$ cat config.mk
export PLATFORM = sky130hd
export DESIGN_NAME = dcc_ctrl
export DESIGN_NICKNAME = d
export VERILOG_FILES = /design/src/dcc_pkg.sv /design/src/dcc_ctrl.sv
export VERILOG_INCLUDE_DIRS = /design/src /design/src/src
export SDC_FILE = /design/constraint.sdc
export NUM_CORES = 1
export LEC_CHECK = 0
export BUFFER_PORTS_ARGS = -buffer_cell sky130_fd_sc_hd__buf_2
export CAP_MARGIN = 20
export CORE_AREA = 2 2 42 52
export DETAILED_ROUTE_END_ITERATION = 8
export DIE_AREA = 0 0 44 54
export PLACE_DENSITY = 0.72
export SYNTH_ARGS = -nofsm -noshare
export SYNTH_HDL_FRONTEND = slang
export SYNTH_SLANG_ARGS = --single-unit
$ cat constraint.sdc
create_clock -name clk -period 4.4 [get_ports clk]
set_clock_uncertainty 0.05 [all_clocks]
set_input_delay 0 -clock clk [delete_from_list [all_inputs] [get_ports clk]]
set_output_delay 0 -clock clk [all_outputs]
set_load 0.02 [all_outputs]
$ cat src/dcc_packet_decoder_assert.svh
// ---------------------------------------------------------------------------
// dcc packet decoder assertion macros
// shared concurrent assertion forms, clocked on clk and held off in reset
// ---------------------------------------------------------------------------
`ifndef DCC_PACKET_DECODER_ASSERT_SVH
`define DCC_PACKET_DECODER_ASSERT_SVH

// same-cycle implication
`define DCC_ASSERT_IMP(lbl, ante, cons, msg) \
  lbl: assert property (@(posedge clk) disable iff (!rst_n) (ante) |-> (cons)) \
    else $error(msg);

// next-cycle implication
`define DCC_ASSERT_NXT(lbl, ante, cons, msg) \
  lbl: assert property (@(posedge clk) disable iff (!rst_n) (ante) |=> (cons)) \
    else $error(msg);

`endif

$ cat src/dcc_pkg.sv
// ---------------------------------------------------------------------------
// dcc packet decoder package
// shared types, codes and constants of the decoder
// ---------------------------------------------------------------------------
package dcc_pkg;

  localparam int RING_DEPTH_DEF = 128;

  // edge counts of the packet layout
  localparam int DATA_EDGES     = 3 * 9 * 2 - 1;
  localparam int BYTE_EDGES     = 16;
  localparam int PREAMBLE_REACH = 21;
  localparam int TOP_BIT        = 7;

  localparam int BYTE_BITS      = BYTE_EDGES / 2;
  localparam int SCAN_ENTRIES   = PREAMBLE_REACH + 2;
  localparam int SCAN_BITS      = PREAMBLE_REACH / 2 + 1;
  localparam int DEC_ENTRIES    = DATA_EDGES + 2;
  localparam int DEC_BITS       = (DATA_EDGES + 1) / 2;
  localparam int DATA_BITS      = 3 * (TOP_BIT + 1);
  localparam int ENT_W          = $clog2(DEC_ENTRIES + 1);
  localparam int BIT_W          = $clog2(DEC_BITS);
  localparam int CNT_W          = 6;

  // operation codes
  localparam logic OP_PUSH    = 1'b0;
  localparam logic OP_RESTART = 1'b1;

  // configuration register indexes
  localparam int CFG_IDX_W = 3;
  localparam logic [CFG_IDX_W-1:0] CFG_ONE_MIN  = 3'd0;
  localparam logic [CFG_IDX_W-1:0] CFG_ONE_MAX  = 3'd1;
  localparam logic [CFG_IDX_W-1:0] CFG_ONE_SKEW = 3'd2;
  localparam logic [CFG_IDX_W-1:0] CFG_ZERO_MIN = 3'd3;
  localparam logic [CFG_IDX_W-1:0] CFG_ZERO_MAX = 3'd4;

  // configuration reset values
  localparam logic [31:0] ONE_MIN_RST  = 32'd52;
  localparam logic [31:0] ONE_MAX_RST  = 32'd64;
  localparam logic [30:0] ONE_SKEW_RST = 31'd6;
  localparam logic [31:0] ZERO_MIN_RST = 32'd90;
  localparam logic [31:0] ZERO_MAX_RST = 32'd10000;

  typedef enum logic [1:0] {
    PH_AWAIT    = 2'd0,
    PH_COLLECT  = 2'd1,
    PH_RECEIVED = 2'd2,
    PH_ERROR    = 2'd3
  } dcc_phase_t;

  typedef enum logic [1:0] {
    BIT_ZERO = 2'd0,
    BIT_ONE  = 2'd1,
    BIT_BAD  = 2'd2
  } dcc_bit_t;

  typedef enum logic [2:0] {
    C_IDLE,
    C_SCAN_GO,
    C_SCAN_WAIT,
    C_DEC_GO,
    C_DEC_WAIT,
    C_FIN
  } dcc_ctl_state_t;

  // controller to datapath
  typedef struct packed {
    logic       push;
    logic       clr_pkt;
    logic       start_scan;
    logic       start_decode;
    logic       set_start;
    logic       commit;
    logic       out_load;
    dcc_phase_t phase;
  } dcc_cmd_t;

  // datapath to controller
  typedef struct packed {
    logic done;
    logic fail;
    logic out_busy;
  } dcc_sts_t;

endpackage

$ cat src/dcc_ctrl.sv
// ---------------------------------------------------------------------------
// dcc controller
// sequences push, preamble scan, packet decode and result hand-off
// ---------------------------------------------------------------------------
`include "dcc_packet_decoder_assert.svh"

module dcc_ctrl (
  input  logic              clk,
  input  logic              rst_n,
  input  logic              in_valid,
  input  logic              in_operation,
  output logic              in_ready,
  output dcc_pkg::dcc_cmd_t cmd,
  input  dcc_pkg::dcc_sts_t sts
);

  dcc_pkg::dcc_ctl_state_t          state_r, state_nxt;
  dcc_pkg::dcc_phase_t              phase_r, phase_nxt;
  logic [dcc_pkg::CNT_W-1:0]        esc_r, esc_nxt;

  // state registers
  always_ff @(posedge clk) begin
    if (!rst_n) begin
      state_r <= dcc_pkg::C_IDLE;
      phase_r <= dcc_pkg::PH_AWAIT;
      esc_r   <= '0;
    end else begin
      state_r <= state_nxt;
      phase_r <= phase_nxt;
      esc_r   <= esc_nxt;
    end
  end

  // next state and commands
  always_comb begin
    state_nxt = state_r;
    phase_nxt = phase_r;
    esc_nxt   = esc_r;
    in_ready  = 1'b0;
    cmd       = '0;
    cmd.phase = phase_r;
    unique case (state_r)
      dcc_pkg::C_IDLE: begin
        in_ready = 1'b1;
        if (in_valid) begin
          if (in_operation == dcc_pkg::OP_RESTART) begin
            phase_nxt   = dcc_pkg::PH_AWAIT;
            esc_nxt     = '0;
            cmd.clr_pkt = 1'b1;
            state_nxt   = dcc_pkg::C_FIN;
          end else begin
            cmd.push = 1'b1;
            if (phase_r == dcc_pkg::PH_AWAIT) begin
              state_nxt = dcc_pkg::C_SCAN_GO;
            end else begin
              // count saturates one past the data span
              if (esc_r <= dcc_pkg::CNT_W'(dcc_pkg::DATA_EDGES))
                esc_nxt = esc_r + 1'b1;
              if (phase_r == dcc_pkg::PH_COLLECT &&
                  esc_nxt > dcc_pkg::CNT_W'(dcc_pkg::DATA_EDGES))
                state_nxt = dcc_pkg::C_DEC_GO;
              else
                state_nxt = dcc_pkg::C_FIN;
            end
          end
        end
      end
      dcc_pkg::C_SCAN_GO: begin
        cmd.start_scan = 1'b1;
        state_nxt      = dcc_pkg::C_SCAN_WAIT;
      end
      dcc_pkg::C_SCAN_WAIT: begin
        if (sts.done) begin
          if (!sts.fail) begin
            cmd.set_start = 1'b1;
            phase_nxt     = dcc_pkg::PH_COLLECT;
            esc_nxt       = '0;
          end
          state_nxt = dcc_pkg::C_FIN;
        end
      end
      dcc_pkg::C_DEC_GO: begin
        cmd.start_decode = 1'b1;
        state_nxt        = dcc_pkg::C_DEC_WAIT;
      end
      dcc_pkg::C_DEC_WAIT: begin
        if (sts.done) begin
          if (sts.fail) begin
            phase_nxt = dcc_pkg::PH_ERROR;
          end else begin
            cmd.commit = 1'b1;
            phase_nxt  = dcc_pkg::PH_RECEIVED;
          end
          state_nxt = dcc_pkg::C_FIN;
        end
      end
      dcc_pkg::C_FIN: begin
        if (!sts.out_busy) begin
          cmd.out_load = 1'b1;
          state_nxt    = dcc_pkg::C_IDLE;
        end
      end
      default: state_nxt = dcc_pkg::C_IDLE;
    endcase
  end

  // assertion helpers
  logic acc_idle, in_wait;

  assign acc_idle = state_r == dcc_pkg::C_IDLE && in_valid && in_ready;
  assign in_wait  = state_r == dcc_pkg::C_SCAN_WAIT || state_r == dcc_pkg::C_DEC_WAIT;

  `DCC_ASSERT_NXT(a_accept_leaves_idle, acc_idle, state_r != dcc_pkg::C_IDLE, "no work started")
  `DCC_ASSERT_IMP(a_done_when_waiting, sts.done, in_wait, "walk finished outside a wait state")
  `DCC_ASSERT_IMP(a_load_into_free_slot, cmd.out_load, !sts.out_busy, "result overwritten")

endmodule

==> results of run 1 <==
[final cells by class]
cell class                 count  area share, %
sequential                    11           21.7
inverter                       5           1.85
clock buffer                   4           2.59
timing repair buffer          16           7.90
tap                           20           2.47
multi-input combinational     96           63.5
[final timing paths]
kind / endpoint / slack [ns] / depth (start not counted)
setup / recovery: state_r[2]$_SDFFE_PN0P_ / 2.60 / 7
hold reg to reg: esc_r[1]$_SDFFE_PN0P_ / 0.48 / 2
setup reg to reg: state_r[2]$_SDFFE_PN0P_ / 2.60 / 7
hold / removal: esc_r[1]$_SDFFE_PN0P_ / 0.04 / 3
[per-stage QoR]
| step | utilization (%) | cell area, µm² | setup WS [ns] | instances | hold WS (ns) |
|---|---|---|---|---|---|
| 2_1_floorplan | - | 925 | 2.82 | 117 | 0.0331 |
| 3_3_place_gp | 51.0 | 987 | 2.70 | 148 | 0.244 |
| 3_5_place_dp | 51.0 | 987 | 2.62 | 148 | 0.264 |
| 4_1_cts | 52.3 | 1010 | 2.60 | 152 | 0.0450 |
| 5_1_grt | 52.3 | 1010 | 2.44 | 152 | 0.0544 |
| 6_report | 52.3 | 1010 | 2.60 | 152 | 0.0410 |
[critical path, delay by kind of cell, from the launching register on]
family,cells,cell delay (ns)
buffers and inverters,1,0.09
AND/OR/NAND/NOR,2,0.50
AO/OA/AOI/OAI,3,0.41
adder cells (fa/ha/maj),1,0.22
flip-flops,1,0.44
[layout by cell type (no fill, tap or decap), types with 2 or more instances in the layout]
cell,instances
ha_1,3
a21oi_1,5
clkbuf_4,3
nor2_1,8
nand4_1,2
o21bai_1,2
nor3b_1,2
o21ai_0,2
o21ai_1,5
dfxtp_1,11
nor3_2,3
a21boi_1,3
o22ai_1,2
nor2b_1,5
nor3_1,5
and3_1,2
inv_1,5
mux2i_1,4
nand3b_1,3
nand3_1,3
nand2_1,12
buf_2,16
[synthesized netlist by cell type, drive strengths merged]
cell type	instances	share of area, %
and4	2	2.2
or3	1	0.68
o21a	1	0.81
nand3b	3	2.4
nor3b	2	1.6
a22oi	1	0.81
and2	1	0.68
nand4	2	1.4
inv	5	2.0
nand4b	1	0.95
a31oi	1	0.68
nand3	3	1.6
clkbuf	1	0.41
o22ai	2	1.4
nand2	12	4.9
nor2	9	3.9
mux2	1	1.2
a21oi	6	3.7
nor4b	1	1.6
and3b	1	0.95
a311oi	1	0.95
o21bai	2	1.6
and2b	1	0.95
nor3	8	6.0
a221o	1	1.1
or2	1	0.68
ha	3	4.1
dfxtp	11	24
buf	4	4.2
nand2b	1	0.68
a21boi	3	2.4
o31ai	1	0.81
or2b	2	1.8
nor2b	5	3.4
a2bb2oi	2	2.6
and3	3	2.2
mux2i	4	4.3
o21ai	8	4.7
[registers in the layout (all words and copies together), names as in the netlist]
register and count:
phase_r 2, esc_r 6, state_r 3
[cell families after synthesis]
kind of cell | share of synthesized area, %
multiplexers | 5.55
flip-flops | 23.8
AO/OA/AOI/OAI | 21.5
AND/OR/NAND/NOR | 38.4
buffers and inverters | 6.63
adder cells (fa/ha/maj) | 4.06
[power by group]
| group | internal [µW] | switching [µW] |
|---|---|---|
| Sequential | 108 | 24.7 |
| Clock | 35.1 | 34.7 |
| Combinational | 53.3 | 68.1 |
[layer usage]
layer | up-vias | global-route usage (%) | share of wire (%)
li1 | 452 | - | -
met1 | 430 | 23.3 | 44
met5 | - | 0 | 0
met2 | 21 | 35.5 | 51
met3 | 4 | 2.01 | 3.5
met4 | 0 | 7.58 | 1.6
==> key figures, run 1 <==
Global routing
  – First-pass GRT wire length: 3480 µm
  – Vias in the first global route: 789
  – Remaining Overflow, GRT: 0
  – Tot GR Track Use: 19.6%
  – Largest net degree at the start of global routing: 18
  – Initial antenna violation count: 0

Clocking
  – CTS Hold Bufs: 0
  – Clk buf depth: 2
  – # clock sinks: 11
  – Post-CTS sizing: 0
  – Clk pin slew, worst setup/hold paths: 0.07 ns
  – TritonCTS clock tree: yes
  – # Post-CTS Setup Buffers: 0
  – Clock Tree Root: clkbuf_4
  – TritonCTS buffer count: 3
  – Skew-Pair Late Insertion Delay: 0.27 ns
  – H-tree depth: 1

Die
  – Die area: 2380 µm²
  – # rows: 18
  – Die width: 44 µm
  – Die height: 54 µm
  – Initial Util: 47.7%
  – CORE AREA: 1940 µm²
  – Io pins: 17

Final layout
  – Antenna cells: 0
  – Footprint of the multi-input gates: 643 µm²
  – Area delta synth->final: 9.61%
  – Fillers: 182
  – Layout cells sized above 1: 24.2%
  – Reg area: 220 µm²
  – Post-layout net count: 143

Worst setup path
  – Reg-to-reg startpoint: esc_r[0]$_SDFFE_PN0P_
  – Critical path launch point type: register
  – Worst Path Arrival: 1.95 ns
  – CP endpoint kind: register
  – CP Class: reg -> reg
  – Worst path slowest cell: dfxtp_1
  – Worst Setup SP: esc_r[0]$_SDFFE_PN0P_
  – Worst-path cell chain: inv_1, ha_1, nor2_1, a311oi_1, a2bb2oi_2, or3_1, a31oi_1
  – Worst path max stage delay: 0.44 ns
  – Crit path required time: 4.55 ns
  – Crit path max fanout: 6

Hold path
  – HP Start: rst_n
  – HP Class: in -> reg

Drt
  – Via Count: 907
  – Routed wire length: 2060 µm
  – Drt pass-1 iters: 4
  – Post-DRT Antenna Nets: 0
  – Remaining DRCs: 0
  – Drt wl/cell: 13.5 µm
  – Vias per cell: 5.97
  – Initial drt markers: 18

Power and ir drop
  – Max rail drop VDD: 0.000224 V
  – Leak Pwr: 0.000440 µW
  – Pwr Density: 319 nW/µm²
  – Overall power: 324 µW

Outcome
  – Status: finished clean

Yosys
  – Syn nets: 127
  – Yosys warns: 0
  – Synth cell types: 48
  – Seq/Total Area, Yosys: 23.8%
  – Seq cells post-synth: 11
  – Avg Inst Size Synth: 7.90 µm²
  – Gate Count Post-Synth: 117
  – Post-Syn Area: 925 µm²

STA
  – Relative slew slack: 63.1%
  – Worst slew pin tran: 0.552 ns
  – Max Fclk: 0.556 GHz
  – Setup TNS: 0 ns
  – Min Clock Period, post-route: 1.80 ns
  – Final hold vios: 0
  – RSZ-0062 raised after global routing: no
  – Slew Viols, Final: 0
  – Final setup fails: 0
  – Post-route clock period utilization: 40.9%

Placed design
  – Hpwl dp: 1600 µm
  – GP Congestion: 0.809
  – Port buffer count: 16

Run
  – Maxcap violations: 0
Power figures use the tool's default switching activity.
==> inputs of run 2 (changes only) <==
Clock period 4.4 ns to 1.7 ns, I/O delays scaled along.
==> run 2 against run 1 <==
Highest routed layer unchanged. Critical endpoint unchanged. Sequential share of layout area shrank 1.7 points. Clock-buffer cell count unchanged. Non-clock buffer count up 8. Maximum frequency increased by 11%. Largest cell class unchanged.
==> key figures, run 2 (synthesis results as in run 1) <==
Outcome
  – Status: finished clean (unchanged)

Drt
  – Drt pass-1 iters: 4 (unchanged)
  – Vias per cell: 5.63 (was 5.97)
  – Post-DRT Antenna Nets: 0 (unchanged)
  – Routed wire length: 2160 µm (was 2060 µm)
  – Initial drt markers: 13 (was 18)
  – Drt wl/cell: 13.5 µm (about the same)
  – Via Count: 900 (was 907)
  – Remaining DRCs: 0 (unchanged)

Power and ir drop
  – Pwr Density: 787 nW/µm² (was 319 nW/µm²)
  – Max rail drop VDD: 0.000571 V (was 0.000224 V)
  – Overall power: 884 µW (was 324 µW)
  – Leak Pwr: 0.000476 µW (was 0.000440 µW)

Placed design
  – GP Congestion: 0.834 (was 0.809)
  – Placed instance count: 154 (was 148)
  – Port buffer count: 16 (unchanged)
  – Hpwl dp: 1640 µm (was 1600 µm)

Global routing
  – Largest net degree at the start of global routing: 15 (was 18)
  – Tot GR Track Use: 20.1% (was 19.6%)
  – Initial antenna violation count: 0 (unchanged)
  – M2 GR Usage: 34.3% (was 35.5%)
  – First-pass GRT wire length: 3510 µm (was 3480 µm)
  – Met3 usage: 3.02% (was 2.01%)
  – Vias in the first global route: 796 (was 789)
  – Met1 usage in global routing: 23.9% (was 23.3%)
  – Grt peak-use layer: met2 (unchanged)
  – Remaining Overflow, GRT: 0 (unchanged)

STA
  – RSZ-0062 raised after global routing: yes (was no)
  – Final setup fails: 0 (unchanged)
  – Slew Viols, Final: 0 (unchanged)
  – Relative slew slack: 66.4% (was 63.1%)
  – Post-route clock period utilization: 95.3% (was 40.9%)
  – Max Fclk: 0.617 GHz (was 0.556 GHz)
  – Worst slew pin tran: 0.504 ns (was 0.552 ns)
  – Final hold vios: 0 (unchanged)
  – Min Clock Period, post-route: 1.62 ns (was 1.80 ns)

Die
  – # rows: 18 (unchanged)
  – Die width: 44 µm (unchanged)
  – Die height: 54 µm (unchanged)
  – CORE AREA: 1940 µm² (unchanged)
  – Initial Util: 47.7% (unchanged)
  – Io pins: 17 (unchanged)
  – Die area: 2380 µm² (unchanged)

Clocking
  – H-tree depth: 1 (unchanged)
  – TritonCTS clock tree: yes (unchanged)
  – Clock Tree Root: clkbuf_4 (unchanged)
  – CTS Hold Bufs: 0 (unchanged)
  – Clk pin slew, worst setup/hold paths: 0.07 ns (about the same)
  – Clk buf depth: 2 (unchanged)
  – TritonCTS buffer count: 3 (unchanged)
  – # clock sinks: 11 (unchanged)
  – Skew-Pair Late Insertion Delay: 0.27 ns (about the same)

Final layout
  – Post-Route Utilization: 57.9% (was 52.3%)
  – Commonest non-fill, non-tap cell in the layout: buf_2 (unchanged)
  – Area delta synth->final: 21.4% (was 9.61%)
  – Antenna cells: 0 (unchanged)
  – Most flops, register: esc_r (unchanged)
  – Non-filler cells in the finished layout: 160 (was 152)
  – Largest register FFs: 6 (unchanged)
  – Layout cells sized above 1: 35.7% (was 24.2%)
  – Post-layout net count: 151 (was 143)
  – Top flop regs: esc_r x6, state_r x3, phase_r x2 (unchanged)
  – Commonest non-fill, non-tap cells in the layout: buf_2, nand2_1, dfxtp_1, buf_4, nor2_1 (was buf_2, nand2_1, dfxtp_1, nor2_1)

Worst setup path
  – Worst path max stage delay: 0.35 ns (was 0.44 ns)
  – CP endpoint kind: register (unchanged)
  – Crit path required time: 1.85 ns (was 4.55 ns)
  – Worst R2R Path Depth: 7 (unchanged)
  – Worst-path cell chain: buf_4, ha_4, nor2_4, a311oi_2, a2bb2oi_2, or3_1, a31oi_1 (was inv_1, ha_1, nor2_1, a311oi_1, a2bb2oi_2, or3_1, a31oi_1)
  – Critical path launch point type: register (unchanged)
  – Crit path max fanout: 4 (was 6)
  – Critical Path Stages: 7 (unchanged)
  – Worst Path Arrival: 1.77 ns (was 1.95 ns)
  – CP Class: reg -> reg (unchanged)
  – WP buf/inv: 1 (unchanged)
  – Cell family with most CP delay: simple AND/OR/NAND/NOR gates (unchanged)
  – Worst path slowest cell: or3_1 (was dfxtp_1)

Run
  – Maxcap violations: 0 (unchanged)

Hold path
  – HP Class: in -> reg (unchanged)
  – Min-Delay Path Depth: 3 (unchanged)
==> run 2: worst paths after layout <==
check	from	end	slack, ns
hold reg to reg	esc_r[1]$_SDFFE_PN0P_	esc_r[1]$_SDFFE_PN0P_	0.45
setup / recovery	esc_r[0]$_SDFFE_PN0P_	state_r[2]$_SDFFE_PN0P_	0.08
hold / removal	rst_n	esc_r[1]$_SDFFE_PN0P_	0.04
setup reg to reg	esc_r[0]$_SDFFE_PN0P_	state_r[2]$_SDFFE_PN0P_	0.08
==> run 2: area by class of cell <==
class	instances	area, µm²
fillers	173	815
multi-input cells	96	687
flip-flops and latches	11	225
repair buffers	24	140
clock buffers	4	26.3
well taps	20	25.0
inverters	5	18.8
==> run 2: report_power, final <==
group          total (µW)  leakage, µW  switching, µW  internal (µW)
Clock                 179    0.0000150           88.3           91.0
Combinational         385     0.000370            210            175
Sequential            320    0.0000906           41.8            278
==> run 2: metrics by stage <==
stage | setup WS (ns) | area, µm² | hold slack, ns | setup TNS [ns]
3_5_place_dp | 0.0133 | 1030 | 0.243 | 0
5_1_grt | -0.0323 | 1120 | 0.0525 | -0.0440
6_report | 0.0805 | 1120 | 0.0367 | 0
3_3_place_gp | 0.0949 | 1030 | 0.242 | 0
4_1_cts | 0.000750 | 1060 | 0.0427 | 0
2_1_floorplan | 0.122 | 925 | 0.0331 | 0
==> run 2: routing by layer <==
layer | wire, µm | part of all wire (%)
met5 | 0 | 0
met4 | 31 | 1.4
met3 | 62 | 2.9
met2 | 1080 | 50
met1 | 983 | 46
==> run 2: tightest hold or removal path: cells and delay by family <==
family | cells | cell delay (ns)
buffers and inverters | 1 | 0.18
and+or+nand+nor | 1 | 0.10
AOI/OAI and AO/OA | 1 | 0.05
==> run 2: timing repair <==
item	in CTS	in global routing
endpoints found under the setup margin	0	5
buffers inserted	0	2
gates resized for setup	0	14
